$ cat config.mk
export PLATFORM = sky130hd
export DESIGN_NAME = scm_muldiv
export DESIGN_NICKNAME = d
export VERILOG_FILES = /design/src/rtl/scm_pkg.sv /design/src/rtl/scm_muldiv.sv
export SDC_FILE = /design/constraint.sdc
export NUM_CORES = 1
export LEC_CHECK = 0
export ABC_AREA = 0
export BUFFER_PORTS_ARGS = -buffer_cell sky130_fd_sc_hd__buf_4
export CAP_MARGIN = 20
export CORE_ASPECT_RATIO = 1.25
export CORE_MARGIN = 1.5
export CORE_UTILIZATION = 56
export CTS_BUF_LIST = sky130_fd_sc_hd__clkbuf_8
export DETAILED_ROUTE_END_ITERATION = 6
export PLACE_DENSITY = 0.87
export SKIP_LAST_GASP = 1
export SLEW_MARGIN = 20
export SYNTH_ARGS = -nofsm -noshare
export SYNTH_HDL_FRONTEND = slang
export SYNTH_SLANG_ARGS = --single-unit
$ cat constraint.sdc
create_clock -name clk -period 3.3 [get_ports clk]
set_input_delay 0.495 -clock clk [delete_from_list [all_inputs] [get_ports clk]]
set_output_delay 0.495 -clock clk [all_outputs]
set_load 0.03 [all_outputs]
$ cat src/rtl/scm_pkg.sv
// shared types and constants of the stack calculator
package scm_pkg;

  localparam int VAL_W = 33;
  localparam int LIM_W = 31;
  localparam int MAG_W = 32;
  localparam logic [LIM_W-1:0] LIMIT_RESET = 31'd1000000000;

  typedef enum logic [1:0] {
    KIND_START  = 2'd0,
    KIND_EXEC   = 2'd1,
    KIND_FINISH = 2'd2
  } kind_t;

  typedef enum logic [3:0] {
    OP_NUM = 4'd0,
    OP_POP = 4'd1,
    OP_INV = 4'd2,
    OP_DUP = 4'd3,
    OP_SWP = 4'd4,
    OP_ADD = 4'd5,
    OP_SUB = 4'd6,
    OP_MUL = 4'd7,
    OP_DIV = 4'd8,
    OP_MOD = 4'd9
  } op_t;

  typedef enum logic [1:0] {
    ST_IDLE,
    ST_FETCH,
    ST_EXEC,
    ST_WAIT
  } state_t;

  // command to the shared multiply / divide unit
  typedef struct packed {
    logic start;
    logic is_div;
  } md_cmd_t;

endpackage

$ cat src/rtl/scm_muldiv.sv
// iterative unsigned 32x32 multiply and 32/32 divide on one shared add/subtract unit
module scm_muldiv (
  input  logic                    clk,
  input  logic                    rst,
  input  scm_pkg::md_cmd_t        cmd,
  input  logic [scm_pkg::MAG_W-1:0] a,
  input  logic [scm_pkg::MAG_W-1:0] b,
  output logic                    done,
  output logic [scm_pkg::MAG_W-1:0] hi,
  output logic [scm_pkg::MAG_W-1:0] lo
);
  import scm_pkg::*;

  logic [MAG_W-1:0] bq;
  logic [4:0]       cnt;
  logic             busy;
  logic             is_div;
  logic [MAG_W:0]   x;
  logic [MAG_W:0]   y;
  logic [MAG_W+1:0] r;

  // shared adder: add for multiply, subtract for divide
  always_comb begin
    if (is_div) begin
      x = {hi, lo[MAG_W-1]};
      y = {1'b0, bq};
      r = {1'b0, x} - {1'b0, y};
    end else begin
      x = {1'b0, hi};
      y = lo[0] ? {1'b0, bq} : '0;
      r = {1'b0, x} + {1'b0, y};
    end
  end

  always_ff @(posedge clk) begin
    if (rst) begin
      busy <= 1'b0;
      done <= 1'b0;
    end else begin
      done <= 1'b0;
      if (cmd.start) begin
        busy <= 1'b1;
      end else if (busy && cnt == 5'd31) begin
        busy <= 1'b0;
        done <= 1'b1;
      end
    end
  end

  always_ff @(posedge clk) begin
    if (cmd.start) begin
      hi     <= '0;
      lo     <= a;
      bq     <= b;
      cnt    <= '0;
      is_div <= cmd.is_div;
    end else if (busy) begin
      cnt <= cnt + 5'd1;
      if (is_div) begin
        hi <= r[MAG_W+1] ? x[MAG_W-1:0] : r[MAG_W-1:0];
        lo <= {lo[MAG_W-2:0], ~r[MAG_W+1]};
      end else begin
        hi <= r[MAG_W:1];
        lo <= {r[0], lo[MAG_W-1:1]};
      end
    end
  end

endmodule

==> flow_summary.toml <==
[setup_path]
cp_top_family = "compound AO/OA/AOI/OAI gates"
cp.arrival_ns = 3.52
crit_start = "lo[0]$_DFFE_PP_"
slowest_delay_ns = 0.39
crit_end = "hi[30]$_SDFFE_PP0P_"
path_cells = "buf_6 > and2_1 > ha_1 > and4_1 > a211oi_2 > o21ai_2 > o311ai_2 > a31oi_1 > o41ai_2 > o21ai_1 > mux2i_1 > a311oi_1"
cp-end-kind = "flop"
cp-start-kind = "flop"
timing.rr.end = "hi[30]$_SDFFE_PP0P_"
criticalPathCategory = "reg2reg"
cp.required_ns = 3.60
worstSetupPathDepth = 12
worstReg2RegStart = "lo[0]$_DFFE_PP_"
critPathSlowestCell = "edfxtp_1"
crit_fanout = 8
crit_buf_inv = 1
worstRegToRegCells = 12
reg2reg_slack_ns = 0.08

[layout]
design_area_um2 = 9960
finish.net_count = 1208
layout_common_cells = "188 x buf_4, 92 x nand2_1, 69 x a21oi_1"
syn2layout_area_growth_pct = 22.9
num_antenna_cells = 0
nFillCells = 1068
drive_above_1_share_pct = 23.9
fin_cells = 1252
layout_commonest_cell = "buf_4"

[die]
coreArea_um2 = 14000
die_h_um = 137
fp-row-count = 48
die-area_um2 = 15200
start_util_pct = 57.9
die_x_um = 111
io_pins = 133

[place]
place_congestion = 0.950
dp.final_hpwl_um = 17300
pre_cts_slack_ns = -0.0269
dp.cells = 1229
placed_area_um2 = 9560
io_buffer_count = 132

[sta]
timing.setup.tns_ns = 0
fin_skew_ns = 0.0147
rsz0062_at_grt = "yes"
maxSlewViolCount = 0
worst_slack_ns = 0.0810
hold_violations = 0
finalCriticalPeriod_ns = 3.22
fmax_mhz = 311
setup_violations = 0
worstMarginPinSlew_ns = 0.987
slew_headroom_pct = 34.2
period_share_pct = 97.5

[outcome]
status = "finished, final reports clean"

[run]
drv_cap = 0

[synth]
ys.flop_type = "edfxtp_1"
avgSynthCellArea_um2 = 8.89
synth_area_leaders = "edfxtp_1 24%, ha_1 10%, dfxtp_1 9.6%"
netlist_instances = 911
synth_warnings = 0
syn_nets = 1047
ys_ff_latch = 104
synth_edf_count = 65
synth_area_um2 = 8100
async_reset_ff_share_pct = 0
yosysTopAreaCellShare_pct = 24.1
synth_top_cell_by_area = "edfxtp_1"
seq_area_frac_synth_pct = 33.7
synth_cell_types = 73

[drt]
drtIter0Drc = 629
wl_um = 23100
wl_per_cell_um = 18.5
first_pass_iters = 5
final_antenna_net_count = 0
via_per_inst = 6.16
post-route-drc-count = 0
vias = 7716

[clock_tree]
clock_latency_ns = 0.41
cts-buffers-inserted = 9
root_buffer = "clkbuf_8"
cts_hold_buf = 0
cts_num_sinks = 104
clockBufferDepth = 2
h-tree-depth = 3
cts_tree = "built"
path_clk_slew_ns = 0.11

[pwr]
power_density_nw_per_um2 = 437
power_mw = 4.35
leakage_nw = 4.59
ir_drop_v = 0.000281

[grt]
grt_util_all_layers_pct = 29.8
grt_first_pass_wirelength_um = 36400
grt_use_met2_pct = 53.0
grt-busiest-layer = "met2"
grt_pass1_vias = 7456
antenna_found_initial = 0
grt_max_degree = 49
grt_overflow = 0
use_met1_pct = 34.9
met3_usage_pct = 5.81

[min_path]
hold_class = "in2reg"
holdPathStages = 2
[worst min-delay path by stage]
stage / start / end / slack [ns]
floorplan: cnt[4]$_SDFFE_PP0P_ / cnt[4]$_SDFFE_PP0P_ / 0.47
global placement: cnt[4]$_SDFFE_PP0P_ / cnt[4]$_SDFFE_PP0P_ / 0.48
detailed placement: cnt[3]$_SDFFE_PP0P_ / cnt[3]$_SDFFE_PP0P_ / 0.49
CTS: rst / busy$_SDFFE_PP0P_ / 0.23
global route: rst / busy$_SDFFE_PP0P_ / 0.24
finish: rst / busy$_SDFFE_PP0P_ / 0.23
[Yosys cell counts, types with 10 or more instances]
library cell,instances
a211oi_1,15
a21o_1,29
a21oi_1,71
a31oi_1,10
and2_1,35
clkbuf_1,29
dfxtp_1,39
edfxtp_1,65
ha_1,66
inv_1,45
mux2i_1,37
nand2_1,92
nor2_1,62
nor3_1,14
o211ai_1,11
o21ai_0,70
o21bai_1,10
xnor2_1,28
xor2_1,27
[flip-flops by register name, indices dropped and copies added (netlist names)]
signal and cells:
is_div 1, cnt 5, hi 32, lo 32
bq 32, done 1, busy 1
[layer usage]
layer | wire length [µm] | vias up
met3 | 1630 | 59
met5 | 0 | -
met4 | 832 | 0
li1 | - | 3659
met1 | 9150 | 3672
met2 | 11500 | 326
[cell families (layout without fill, tap and decap cells)]
logic type,count (synthesis),after routing,synth area share [%]
buf+inv,88,254,4.52
mux,48,48,6.29
flops,104,104,33.7
simple gates,258,258,15.1
fa+ha+maj,68,68,10.7
xor+xnor,55,55,5.95
compound gates,290,290,23.7
[where the power goes]
group          total, mW  switching [mW]  internal, mW
Combinational       1.83            1.03         0.800
Sequential          1.65           0.130          1.52
Clock              0.867           0.508         0.359
Total               4.35            1.67          2.68
[cell type report]
class	count	area, µm²	area share, %
Multi-Input combinational cell	719	5140	51.6
Tap cell	175	219	2.20
Timing Repair Buffer	193	1490	15.0
Clock buffer	9	124	1.24
Inverter	45	169	1.70
Sequential cell	104	2730	27.4
Clock inverter	7	78.8	0.792
[worst register-to-register path: stages (launching register included)]
cell and delay, ns:
edfxtp_1 0.39, buf_6 0.15, and2_1 0.14, ha_1 0.34, and4_1 0.24, a211oi_2 0.29
o21ai_2 0.14, o311ai_2 0.33, a31oi_1 0.17, o41ai_2 0.38, o21ai_1 0.12, mux2i_1 0.13
a311oi_1 0.29
[stage by stage]
stage | hold slack [ns] | util, %
CTS | 0.227 | 69.8
global route | 0.235 | 71.2
detailed placement | 0.491 | 68.3
finish | 0.234 | 71.2
floorplan | 0.467 | -
global placement | 0.480 | 68.3
[repair_timing]
action	4_1_cts	5_1_grt
gates cloned	0	0
setup buffers	1	6
resized for setup	0	27
pin swaps	0	15
setup endpoints to repair	3	12
hold endpoints to repair	0	0
Note: power is estimated with default switching activity, not from simulation.
